**src/hw/rtl/mtep_pkg.sv**
```systemverilog
`default_nettype none
package mtep_pkg;

	localparam int DELTA_BITS_DEF = 32;
	localparam int QUEUE_DEPTH = 2;

	localparam logic [1:0] KIND_CHANNEL = 2'd0;
	localparam logic [1:0] KIND_TEMPO = 2'd1;
	localparam logic [1:0] KIND_END = 2'd2;

	localparam logic [7:0] DATA_MASK = 8'h7f;
	localparam logic [7:0] STATUS_BIT = 8'h80;
	localparam logic [7:0] META_STATUS = 8'hff;
	localparam logic [7:0] SYSEX_START = 8'hf0;
	localparam logic [7:0] SYSEX_ESCAPE = 8'hf7;
	localparam logic [7:0] META_END = 8'h2f;
	localparam logic [7:0] META_TEMPO = 8'h51;
	localparam logic [7:0] TEMPO_LEN = 8'h03;
	localparam logic [3:0] NIB_PROGRAM = 4'hc;
	localparam logic [3:0] NIB_PRESSURE = 4'hd;
	localparam logic [3:0] NIB_SYSTEM = 4'hf;

	typedef struct packed {
		logic [7:0] data;
		logic       sot;
		logic       is_data;
		logic       is_meta;
		logic       is_sysex;
		logic       is_system;
		logic       is_end_type;
		logic       is_tempo_type;
		logic       is_len3;
		logic       is_zero;
	} class_t;

	typedef struct packed {
		logic [1:0]  kind;
		logic [31:0] delta_ticks;
		logic [7:0]  status_byte;
		logic [7:0]  first_data;
		logic [7:0]  second_data;
		logic [23:0] tempo_usec;
	} result_t;

	function automatic logic [31:0] vlq_push(input logic [31:0] acc, input logic [7:0] b,
		input logic [31:0] limit);
		logic [7:0] low;
		low = b & DATA_MASK;
		if (acc > (limit >> 7)) begin
			return limit;
		end
		return {acc[24:0], low[6:0]};
	endfunction

	function automatic logic one_data(input logic [7:0] st);
		return (st[7:4] == NIB_PROGRAM) || (st[7:4] == NIB_PRESSURE);
	endfunction

endpackage
`default_nettype wire

```
**src/hw/rtl/mtep_fifo.sv**
```systemverilog
`default_nettype none
module mtep_fifo #(
	parameter int WIDTH = 8,
	parameter int DEPTH = mtep_pkg::QUEUE_DEPTH
) (
	input  wire logic             clk,
	input  wire logic             arst_n,
	input  wire logic             push,
	input  wire logic [WIDTH-1:0] wdata,
	output logic                  full,
	input  wire logic             pop,
	output logic [WIDTH-1:0]      rdata,
	output logic                  empty
);

	localparam int PW = (DEPTH > 1) ? $clog2(DEPTH) : 1;
	localparam int CW = $clog2(DEPTH + 1);

	logic [WIDTH-1:0] mem_q [DEPTH];
	logic [PW-1:0]    wr_ptr_q;
	logic [PW-1:0]    rd_ptr_q;
	logic [CW-1:0]    count_q;
	logic             do_push;
	logic             do_pop;

	assign full = (count_q == CW'(DEPTH));
	assign empty = (count_q == '0);
	assign do_push = push && !full;
	assign do_pop = pop && !empty;
	assign rdata = mem_q[rd_ptr_q];

	always_ff @(posedge clk) begin
		if (do_push) begin
			mem_q[wr_ptr_q] <= wdata;
		end
	end

	always_ff @(posedge clk or negedge arst_n) begin
		if (!arst_n) begin
			wr_ptr_q <= '0;
			rd_ptr_q <= '0;
			count_q <= '0;
		end else begin
			if (do_push) begin
				wr_ptr_q <= (wr_ptr_q == PW'(DEPTH - 1)) ? '0 : wr_ptr_q + 1'b1;
			end
			if (do_pop) begin
				rd_ptr_q <= (rd_ptr_q == PW'(DEPTH - 1)) ? '0 : rd_ptr_q + 1'b1;
			end
			if (do_push && !do_pop) begin
				count_q <= count_q + 1'b1;
			end else if (do_pop && !do_push) begin
				count_q <= count_q - 1'b1;
			end
		end
	end

endmodule
`default_nettype wire

```
**src/hw/rtl/mtep_front.sv**
```systemverilog
`default_nettype none
module mtep_front #(
	parameter int DEPTH = mtep_pkg::QUEUE_DEPTH
) (
	input  wire logic       clk,
	input  wire logic       arst_n,
	input  wire logic       push,
	input  wire logic [7:0] data_byte,
	input  wire logic       start_of_track,
	output logic            full,
	output mtep_pkg::class_t item,
	output logic            item_valid,
	input  wire logic       item_pop
);

	mtep_pkg::class_t cls;
	logic             item_empty;

	always_comb begin
		cls.data = data_byte;
		cls.sot = start_of_track;
		cls.is_data = (data_byte & mtep_pkg::STATUS_BIT) == 8'h00;
		cls.is_meta = data_byte == mtep_pkg::META_STATUS;
		cls.is_sysex = (data_byte == mtep_pkg::SYSEX_START)
			|| (data_byte == mtep_pkg::SYSEX_ESCAPE);
		cls.is_system = data_byte[7:4] == mtep_pkg::NIB_SYSTEM;
		cls.is_end_type = data_byte == mtep_pkg::META_END;
		cls.is_tempo_type = data_byte == mtep_pkg::META_TEMPO;
		cls.is_len3 = data_byte == mtep_pkg::TEMPO_LEN;
		cls.is_zero = data_byte == 8'h00;
	end

	mtep_fifo #(
		.WIDTH($bits(mtep_pkg::class_t)),
		.DEPTH(DEPTH)
	) u_queue (
		.clk   (clk),
		.arst_n(arst_n),
		.push  (push),
		.wdata (cls),
		.full  (full),
		.pop   (item_pop),
		.rdata (item),
		.empty (item_empty)
	);

	assign item_valid = !item_empty;

endmodule
`default_nettype wire

```
**src/hw/rtl/mtep_back.sv**
```systemverilog
`default_nettype none
module mtep_back #(
	parameter int DELTA_BITS = mtep_pkg::DELTA_BITS_DEF,
	parameter int DEPTH = mtep_pkg::QUEUE_DEPTH
) (
	input  wire logic             clk,
	input  wire logic             arst_n,
	input  wire mtep_pkg::class_t item,
	input  wire logic             item_valid,
	output logic                  item_pop,
	output logic                  empty,
	input  wire logic             pop,
	output logic [1:0]            kind,
	output logic [31:0]           delta_ticks,
	output logic [7:0]            status_byte,
	output logic [7:0]            first_data,
	output logic [7:0]            second_data,
	output logic [23:0]           tempo_usec
);

	localparam logic [31:0] DELTA_MAX = 32'hffffffff >> (32 - DELTA_BITS);

	typedef enum logic [3:0] {
		PH_DELTA,
		PH_STATUS,
		PH_DATA1,
		PH_DATA2,
		PH_META_TYPE,
		PH_META_LEN,
		PH_SKIP,
		PH_SYSEX_LEN,
		PH_DONE
	} phase_t;

	phase_t                phase_q, ph, ph_n;
	logic [DELTA_BITS-1:0] dsum_q, ds, ds_n;
	logic [7:0]            rstat_q, rs, rs_n;
	logic [7:0]            held_q, hd, hd_n;
	logic                  ttype_q, tt, tt_n;
	logic [31:0]           skip_q, sk, sk_n;
	logic [23:0]           tempo_q, tp, tp_n;
	logic                  bidx_q, bi, bi_n;

	logic [31:0]           acc;
	logic [32:0]           sum;
	logic [31:0]           sk_dec;
	logic [23:0]           tp_shift;
	logic                  emit;
	mtep_pkg::result_t     res;
	logic                  out_full;
	logic                  go;

	assign go = item_valid && !out_full;
	assign item_pop = go;

	always_comb begin
		ph = item.sot ? PH_DELTA : phase_q;
		ds = item.sot ? '0 : dsum_q;
		rs = item.sot ? '0 : rstat_q;
		hd = item.sot ? '0 : held_q;
		tt = item.sot ? 1'b0 : ttype_q;
		sk = item.sot ? '0 : skip_q;
		tp = item.sot ? '0 : tempo_q;
		bi = item.sot ? 1'b0 : bidx_q;

		ph_n = ph;
		ds_n = ds;
		rs_n = rs;
		hd_n = hd;
		tt_n = tt;
		sk_n = sk;
		tp_n = tp;
		bi_n = bi;
		emit = 1'b0;
		res = '0;
		res.delta_ticks = 32'(ds);
		acc = '0;
		sum = '0;
		sk_dec = '0;
		tp_shift = {tp[15:0], item.data};

		unique case (ph)
			PH_DELTA: begin
				acc = mtep_pkg::vlq_push(sk, item.data, DELTA_MAX);
				sum = {1'b0, 32'(ds)} + {1'b0, acc};
				if (item.is_data) begin
					ds_n = (sum > {1'b0, DELTA_MAX}) ? DELTA_BITS'(DELTA_MAX)
						: DELTA_BITS'(sum[31:0]);
					sk_n = '0;
					ph_n = PH_STATUS;
				end else begin
					sk_n = acc;
				end
			end
			PH_STATUS: begin
				if (item.is_data) begin
					hd_n = item.data;
					if (mtep_pkg::one_data(rs)) begin
						emit = 1'b1;
						res.kind = mtep_pkg::KIND_CHANNEL;
						res.status_byte = rs;
						res.first_data = item.data;
					end else begin
						ph_n = PH_DATA2;
					end
				end else if (item.is_meta) begin
					ph_n = PH_META_TYPE;
				end else if (item.is_sysex) begin
					sk_n = '0;
					ph_n = PH_SYSEX_LEN;
				end else if (item.is_system) begin
					ph_n = PH_DELTA;
				end else begin
					rs_n = item.data;
					ph_n = PH_DATA1;
				end
			end
			PH_DATA1: begin
				hd_n = item.data;
				if (mtep_pkg::one_data(rs)) begin
					emit = 1'b1;
					res.kind = mtep_pkg::KIND_CHANNEL;
					res.status_byte = rs;
					res.first_data = item.data;
				end else begin
					ph_n = PH_DATA2;
				end
			end
			PH_DATA2: begin
				emit = 1'b1;
				res.kind = mtep_pkg::KIND_CHANNEL;
				res.status_byte = rs;
				res.first_data = hd;
				res.second_data = item.data;
			end
			PH_META_TYPE: begin
				tt_n = item.is_tempo_type;
				if (item.is_end_type) begin
					emit = 1'b1;
					res.kind = mtep_pkg::KIND_END;
				end else begin
					ph_n = PH_META_LEN;
				end
			end
			PH_META_LEN: begin
				bi_n = tt && item.is_len3;
				tp_n = '0;
				sk_n = 32'(item.data);
				ph_n = item.is_zero ? PH_DELTA : PH_SKIP;
			end
			PH_SKIP: begin
				sk_dec = (sk != '0) ? sk - 1'b1 : sk;
				sk_n = sk_dec;
				if (bi) begin
					tp_n = tp_shift;
				end
				if (sk_dec == '0) begin
					if (bi) begin
						bi_n = 1'b0;
						emit = 1'b1;
						res.kind = mtep_pkg::KIND_TEMPO;
						res.tempo_usec = tp_shift;
					end else begin
						ph_n = PH_DELTA;
					end
				end
			end
			PH_SYSEX_LEN: begin
				acc = mtep_pkg::vlq_push(sk, item.data, 32'hffffffff);
				sk_n = acc;
				if (item.is_data) begin
					bi_n = 1'b0;
					ph_n = (acc == '0) ? PH_DELTA : PH_SKIP;
				end
			end
			PH_DONE: begin
			end
			default: begin
				ph_n = PH_DELTA;
			end
		endcase

		if (emit) begin
			ds_n = '0;
			ph_n = item.is_end_type && (ph == PH_META_TYPE) ? PH_DONE : PH_DELTA;
		end
	end

	always_ff @(posedge clk or negedge arst_n) begin
		if (!arst_n) begin
			phase_q <= PH_DELTA;
			dsum_q <= '0;
			rstat_q <= '0;
			held_q <= '0;
			ttype_q <= 1'b0;
			skip_q <= '0;
			tempo_q <= '0;
			bidx_q <= 1'b0;
		end else if (go) begin
			phase_q <= ph_n;
			dsum_q <= ds_n;
			rstat_q <= rs_n;
			held_q <= hd_n;
			ttype_q <= tt_n;
			skip_q <= sk_n;
			tempo_q <= tp_n;
			bidx_q <= bi_n;
		end
	end

	mtep_pkg::result_t head;

	mtep_fifo #(
		.WIDTH($bits(mtep_pkg::result_t)),
		.DEPTH(DEPTH)
	) u_results (
		.clk   (clk),
		.arst_n(arst_n),
		.push  (go && emit),
		.wdata (res),
		.full  (out_full),
		.pop   (pop),
		.rdata (head),
		.empty (empty)
	);

	assign kind = head.kind;
	assign delta_ticks = head.delta_ticks;
	assign status_byte = head.status_byte;
	assign first_data = head.first_data;
	assign second_data = head.second_data;
	assign tempo_usec = head.tempo_usec;

endmodule
`default_nettype wire

```
**src/hw/rtl/midi_track_event_parser.sv**
```systemverilog
`default_nettype none
// A byte is registered in the byte queue, then any result it completes in the result queue.
// Throughput: one byte per cycle while the result queue is not full, through the combinational
// parse step between the byte queue and the result queue; each queue holds QUEUE_DEPTH items.
// Reset: arst_n empties both queues and returns the parser to waiting for a delta time.
// start_of_track on a byte clears the parse state before that byte is parsed.
module midi_track_event_parser #(
	parameter int DELTA_BITS = mtep_pkg::DELTA_BITS_DEF,
	parameter int QUEUE_DEPTH = mtep_pkg::QUEUE_DEPTH
) (
	input  wire logic        clk,
	input  wire logic        arst_n,
	input  wire logic        push,
	output logic             full,
	input  wire logic [7:0]  data_byte,
	input  wire logic        start_of_track,
	output logic             empty,
	input  wire logic        pop,
	output logic [1:0]       kind,
	output logic [31:0]      delta_ticks,
	output logic [7:0]       status_byte,
	output logic [7:0]       first_data,
	output logic [7:0]       second_data,
	output logic [23:0]      tempo_usec
);

	mtep_pkg::class_t item;
	logic             item_valid;
	logic             item_pop;

	mtep_front #(
		.DEPTH(QUEUE_DEPTH)
	) u_front (
		.clk           (clk),
		.arst_n        (arst_n),
		.push          (push),
		.data_byte     (data_byte),
		.start_of_track(start_of_track),
		.full          (full),
		.item          (item),
		.item_valid    (item_valid),
		.item_pop      (item_pop)
	);

	mtep_back #(
		.DELTA_BITS(DELTA_BITS),
		.DEPTH     (QUEUE_DEPTH)
	) u_back (
		.clk        (clk),
		.arst_n     (arst_n),
		.item       (item),
		.item_valid (item_valid),
		.item_pop   (item_pop),
		.empty      (empty),
		.pop        (pop),
		.kind       (kind),
		.delta_ticks(delta_ticks),
		.status_byte(status_byte),
		.first_data (first_data),
		.second_data(second_data),
		.tempo_usec (tempo_usec)
	);

endmodule
`default_nettype wire

```
**config.mk**
```make
export PLATFORM = sky130hd
export DESIGN_NAME = midi_track_event_parser
export DESIGN_NICKNAME = d
export VERILOG_FILES = /design/src/hw/rtl/mtep_pkg.sv /design/src/hw/rtl/mtep_fifo.sv /design/src/hw/rtl/mtep_front.sv /design/src/hw/rtl/mtep_back.sv /design/src/hw/rtl/midi_track_event_parser.sv
export SDC_FILE = /design/constraint.sdc
export NUM_CORES = 1
export LEC_CHECK = 0
export ABC_AREA = 0
export BUFFER_PORTS_ARGS = -buffer_cell sky130_fd_sc_hd__buf_2
export CORE_MARGIN = 10
export CORE_UTILIZATION = 55
export CTS_CLUSTER_SIZE = 10
export DETAILED_ROUTE_END_ITERATION = 8
export PLACE_DENSITY = 0.73
export SLEW_MARGIN = 20
export SYNTH_ARGS = -nofsm -noshare
export SYNTH_HDL_FRONTEND = slang
export SYNTH_SLANG_ARGS = --single-unit
```
**constraint.sdc**
```tcl
create_clock -name clk -period 10.8 [get_ports clk]
set_input_delay 2.16 -clock clk [delete_from_list [all_inputs] [get_ports clk]]
set_output_delay 2.16 -clock clk [all_outputs]
set_load 0.01 [all_outputs]
```
* Yosys cells after proc, flatten, opt, wreduce, memory -nomap -nowiden
Memory sizes are Yosys's and may differ from the RTL's.
Cells that the tools add are included.
** Word-level totals
- Flip-flop bits (word level) :: 118
- Memories :: 2
- Bits in writable memories :: 198
- Output and inout port bits :: 84
** Memories
- u_back.u_results.mem_q :: depth 2, bits a word 82, rd ports 1, clocked after Yosys merged registers in 0, wr ports 1, line mtep_fifo.sv:19 : logic [WIDTH-1:0] mem_q [DEPTH];
- u_front.u_queue.mem_q :: depth 2, bits a word 17, rd ports 1, clocked after Yosys merged registers in 0, wr ports 1, line mtep_fifo.sv:19
** Operators by class
- Reductions and logical operators :: 33
- Eq/ne operators :: 19
- Add/sub/neg operators :: 10
- Order comparisons :: 2
- Multiplexer cells :: 83
** Operators by type and width (number)
- two-way mux 32 bit :: 16
- one-hot mux 32 bit (5 select lines) :: 1
- two-way mux 24 bit :: 5
- two-way mux 8 bit :: 9
- logical NOT 32 bit :: 2
- one-hot mux 16 bit (3 select lines) :: 1
- one-hot mux 24 bit (2 select lines) :: 1
- two-way mux 4 bit :: 11
- adder 32 x 32 -> 33 bit :: 1
- greater-than comparator 33 x 32 -> 1 bit (second input constant) :: 1
- greater-than comparator 32 x 25 -> 1 bit (second input constant) :: 1
- two-way mux 16 bit :: 2
- one-hot mux 4 bit (8 select lines) :: 1
- nonzero test 32 bit :: 1
- subtractor 32 x 1 -> 32 bit (second input constant) :: 1
- == test 8 bit (second input constant) :: 3
- two-way mux 1 bit :: 22
- == test 4 x 3 -> 1 bit (second input constant) :: 4
- == test 4 bit (second input constant) :: 4
- logical NOT 8 bit :: 2
- one-hot mux 8 bit (2 select lines) :: 1
- two-way mux 2 bit :: 7
- logical AND 1 bit :: 12
- two-way mux 3 bit :: 3
- other kinds (18) :: 35

* Longest topological paths before layout
An unclocked memory read counts as a cell.
- Depth after elaboration :: 13
- Depth in mapped cells :: 22
- Mapped depth without buffers :: 17

* Cells and area by module
Synthesis repeated with hierarchy kept, for this count alone.
** Unflattened totals
- Cells, all modules :: 1527
- Area, all modules :: 17113.9 µm²
** Modules (own cells, without submodules)
- mtep_back :: area an instance 9059.9 µm², seq. area each 2552.4 µm², cells an instance 1163, instances 1
- mtep_fifo at u_back.u_results :: area an instance 6463.7 µm², seq. area each 5024.8 µm², cells an instance 274, instances 1
- mtep_fifo at u_front.u_queue :: area an instance 1473.9 µm², seq. area each 1121.1 µm², cells an instance 72, instances 1
- mtep_front :: area an instance 116.4 µm², seq. area each 0.0 µm², cells an instance 18, instances 1

* Worst setup path after synthesis
No wires, ideal clock.
- Kind :: flip-flop to flip-flop
- From :: register u_front.u_queue.rd_ptr_q
- To :: memory u_back.u_results.mem_q[0][0] in the netlist's numbering, enable pin
- Stages on the path, launching flop included :: 20
- Buffers on the path :: 6
- Arrival time :: 8375 ps
- Data required time :: 10267 ps
- Slack :: 1892 ps
- Cell sequence :: dfrtp_1 clkbuf_1 mux2i_1 buf_2 buf_2 clkbuf_1 clkbuf_1 nand2_1 ha_1 buf_1 nor4b_1 a22oi_2 nand2b_1 a22oi_1 mux2_2 o41ai_2 nor4b_4 nand3_4 a21oi_2 nor2b_1
** On the way
- Cells in the longest elaborated chain, start to end :: 11
- Elaborated cells on any way between the ends :: 27
- Classes of those cells :: 1 x add/sub; 7 x eq/ne; 13 x mux; 5 x reduce/logical; 1 x memory
** RTL lines
- start: declaration :: line mtep_fifo.sv:21 : logic [PW-1:0] rd_ptr_q;
- start signal: assignment :: line mtep_fifo.sv:48 : rd_ptr_q <= (rd_ptr_q == PW'(DEPTH - 1)) ? '0 : rd_ptr_q + 1'b1;
- memory read (2 x 17 bit) *
- two-way mux 32 bit / two-way mux 8 bit (equally long branches) :: line mtep_back.sv:62, mtep_back.sv:59
- subtractor 32 x 1 -> 32 bit, or another cell as far along :: line mtep_back.sv:152 : sk_dec = (sk != '0) ? sk - 1'b1 : sk;
- two-way mux 32 bit / logical OR 1 bit (equally long branches) :: line mtep_back.sv:152, mtep_pkg.sv:56
- logical NOT 32 bit / two-way mux 1 bit (equally long branches) :: line mtep_back.sv:157, mtep_back.sv:98, mtep_back.sv:120
- two-way mux 1 bit (on tied branches) :: line mtep_back.sv:157, mtep_back.sv:96
- one-hot mux 1 bit (5 select lines) * :: line mtep_back.sv:82 : unique case (ph)
- logical AND 1 bit * :: line mtep_back.sv:219 : .push (go && emit),
- logical AND 1 bit * :: line mtep_fifo.sv:28 : assign do_push = push && !full;
- via u_back.u_results.do_push :: line mtep_fifo.sv:23 : logic do_push;
- two-way mux 1 bit * :: line mtep_fifo.sv:33 : if (do_push) begin
- two-way mux 1 bit (implied by the code) * :: line mtep_fifo.sv:34 : mem_q[wr_ptr_q] <= wdata;
- end: declaration :: line mtep_fifo.sv:19
Mark *: on every way through the listed nets, which the timed path passes. The rest lies on a longest branch.

* Worst setup path in the final report
- From :: register u_front.u_queue.rd_ptr_q
- To :: memory u_back.u_results.mem_q[0][74] in the netlist's numbering, enable pin
The elaborated chain is that of the path after synthesis.

==> results_dict.tcl <==
set metrics [dict create \
    synth.top_cell.area_share_pct 35.9 \
    core_area_um2 29600 \
    cts_hold_buf 0 \
    finalInstanceArea_um2 18600 \
    ys_ff_latch 308 \
    dieArea_um2 37400 \
    finalNetCount 1685 \
    crit_top_cell "buf_4" \
    n_fill_cell 2378 \
    cp.required_ns 10.95 \
    multiInputGateArea_um2 7450 \
    cts-root-buf "clkbuf_16" \
    timing.final.crit_share_pct 62.7 \
    synth_top_area_cell "edfxtp_1" \
    ys_warn_count 0 \
    fin_cells 2050 \
    hold_depth 2 \
    worst-r2r-setup-slack_ns 4.03 \
    rows 63 \
    drt_pre_antenna_iters 6 \
    total_power_mw 6.05 \
    place.gp.congestion 0.968 \
    track_usage_pct 23.7 \
    grt.busiest_layer "met2" \
    cts_resized 0 \
    post-route-min-period_ns 6.77 \
    start_kind "register" \
    cp_max_fo 42 \
    rr_startpoint "u_front.u_queue.rd_ptr_q" \
    io_pins 97 \
    fin_skew_ns 0.0307 \
    clock_sinks 308 \
    antenna_cells 0 \
    netlist_area_um2 16600 \
    viasPerCell 6.33 \
    synth_top_flop_cell "edfxtp_1" \
    ys_top_cells_by_area "edfxtp_1 36%, dfrtp_1 17%, mux2_2 5.9%" \
    crit_chain "buf_4 > mux2i_4 > buf_4 > and2_1 > inv_1 > ha_1 > nor4b_1 > a22oi_2 > nand2b_1 > a22oi_1 > mux2_2 > o41ai_2 > nor4b_4 > nand3_4 > a21oi_2 > nor2b_4 > buf_4" \
    area_growth_pct 12.3 \
    vias 13000 \
    worstReg2RegEnd "u_back.u_results.mem_q[0][74]" \
    max_clock_freq_ghz 0.148 \
    synth_edf_count 198 \
    crit_type "reg -> reg" \
    dp_cells 1981 \
    crit_path_end "u_back.u_results.mem_q[0][74]" \
    clkLatencyLatePin_ns 0.54 \
    die_w_um 194 \
    syn_inst 1551 \
    setup-tns-final_ns 0 \
    worst_slew_pin_slew_ns 0.955 \
    drtIter0Drc 1359 \
    hold_viol_final 0 \
    antenna_found_initial 0 \
    start_util_pct 55.9 \
    rsz0062_at_grt "false" \
    ant_nets 0 \
    fp.dieH_um 194 \
    async_reset_ff_share_pct 35.7 \
    crit_path_end_kind "register" \
    use_met2_pct 36.6 \
    drc 0 \
    startpoint "u_front.u_queue.rd_ptr_q" \
    drive_above_1_share_pct 17.4 \
    syn_avg_cell_area_um2 10.7 \
    post_cts_buffers 0 \
    ys_seq_area_share_pct 52.5 \
    seqCellArea_um2 8700 \
    slowest_delay_ns 0.64 \
    setup_viol 0 \
    power_density_nw_per_um2 325 \
    cap_violations 0 \
    hp-class "reg -> reg" \
    ir_drop_v 0.000152 \
    grt_pass1_wl_mm 72.5 \
    synth_nets 1605 \
    outcome "finished clean" \
    cts_tree "done" \
    numCtsBuffers 37 \
    ff2ff_path_depth 17 \
    final_core_util_pct 62.7 \
    p_leak_nw 7.25 \
    slew_headroom_pct 34.5 \
    wl_per_cell_um 22.6 \
    maxSlewViolCount 0 \
    placed_area_um2 17400 \
    htreeDepth 2 \
    wl_mm 46.4 \
    cp_slowest_cell "nor2b_4" \
    grtUsageMet3_pct 4.82 \
    max-clock-path-buffers 3 \
    gr-total-overflow 0 \
    synth_cell_types 89 \
    grt_max_degree 84 \
    path_clk_slew_ns 0.06 \
    arrival_ns 6.92 \
    grt_use_met1_pct 32.7 \
    io_buffer_count 96 \
    grt_pass1_vias 12600 \
    dp_hpwl_mm 31.6 \
]
sequential cells by signal, indices dropped and copies added, names as in the netlist:
name	flops
u_front.u_queue.mem_q	34
u_front.u_queue.count_q	2
u_back.u_results.count_q	2
u_back.held_q	8
u_front.u_queue.rd_ptr_q	1
u_back.bidx_q	1
u_back.dsum_q	32
u_back.phase_q	4
u_front.u_queue.wr_ptr_q	1
u_back.ttype_q	1
u_back.u_results.mem_q	164
u_back.u_results.wr_ptr_q	1
u_back.tempo_q	16
u_back.skip_q	32
u_back.u_results.rd_ptr_q	1
u_back.rstat_q	8
where the power goes:
group          switching, mW  internal, mW  total (mW)
Clock                  0.478         0.683        1.16
Combinational           2.01          1.14        3.15
Sequential             0.242          1.49        1.73
cell usage after synthesis (22+ instances only):
library cell and instances:
edfxtp_1 198, nand2_1 177, nor2_1 128, o21ai_0 128
dfrtp_1 110, mux2_2 87, a21oi_1 85, and2_1 63
clkbuf_1 62, ha_1 40, nor3_1 27, xnor2_1 26
a21o_1 23, nand3_1 23, o22ai_1 23, inv_1 22
kinds of logic (layout without fill, tap and decap cells):
logic type                 after synthesis  in the layout  share of synthesized area [%]
AOI/OAI and AO/OA                      424            424                           16.7
adders and majority gates               42             42                           3.20
and+or+nand+nor                        523            523                           15.8
buffers and inverters                  108            217                           2.61
muxes                                  103            103                           6.88
DFF                                    308            308                           52.5
xor gates and xnor gates                43             43                           2.27
area by class of cell:
class | instances | area share (%)
repair buffers | 126 | 4.02
well taps | 390 | 2.62
clock inverters | 7 | 0.437
multi-input cells | 1135 | 40.1
flip-flops and latches | 308 | 46.8
clock buffers | 61 | 5.58
inverters | 23 | 0.464
metal layers:
metal,part of all wire (%),up-vias,wire length (µm)
met5,0,-,0
met4,3.1,0,1420
met3,8.0,103,3710
met2,45,587,21100
met1,43,6306,20200
li1,-,5982,-
per-stage QoR:
step	setup WS, ns	hold slack (ns)
finish	4.03	0.464
global route	3.67	0.479
CTS	4.04	0.466
detailed placement	4.10	0.453
global placement	3.80	0.447
floorplan	1.89	0.435
how the worst min path moves through the flow:
stage	start	to	slack [ns]
2_1_floorplan	u_back.dsum_q[27]	u_back.dsum_q[27]	0.43
6_report	u_back.dsum_q[27]	u_back.dsum_q[27]	0.46
3_3_place_gp	u_back.dsum_q[27]	u_back.dsum_q[27]	0.45
4_1_cts	u_back.dsum_q[27]	u_back.dsum_q[27]	0.47
3_5_place_dp	u_back.dsum_q[27]	u_back.dsum_q[27]	0.45
5_1_grt	u_back.dsum_q[27]	u_back.dsum_q[27]	0.48
critical path: cells and delay by family (launching register included):
kind | cells | cell delay, ns
compound gates | 4 | 1.45
fa+ha+maj | 1 | 0.34
buf+inv | 4 | 1.50
flops | 1 | 0.32
mux | 2 | 0.66
simple gates | 6 | 2.06
cells in the final DEF (no fill, tap or decap), types with 8 or more instances in the layout:
cell type	synthesis	layout
a211oi_1	20	20
or3_1	8	8
o21ai_0	128	128
nand4_1	17	17
nor4_1	9	9
nand2_1	177	177
o22ai_1	23	23
nand2b_1	9	9
inv_1	22	21
dfrtp_1	110	109
buf_2	13	95
mux2_2	87	87
a31oi_1	12	12
clkbuf_1	62	23
clkbuf_16	0	38
nor2b_1	11	10
nand3_1	23	23
a21o_1	23	23
a21oi_1	85	85
nor3_1	27	27
nor2_1	128	128
a22o_1	13	13
buf_4	1	29
xnor2_1	26	26
a22oi_1	19	19
ha_1	40	40
o211ai_1	9	9
mux2i_1	16	15
xor2_1	17	17
and2_1	63	62
a32oi_1	8	8
edfxtp_1	198	198
Power figures use the tool's default switching activity.
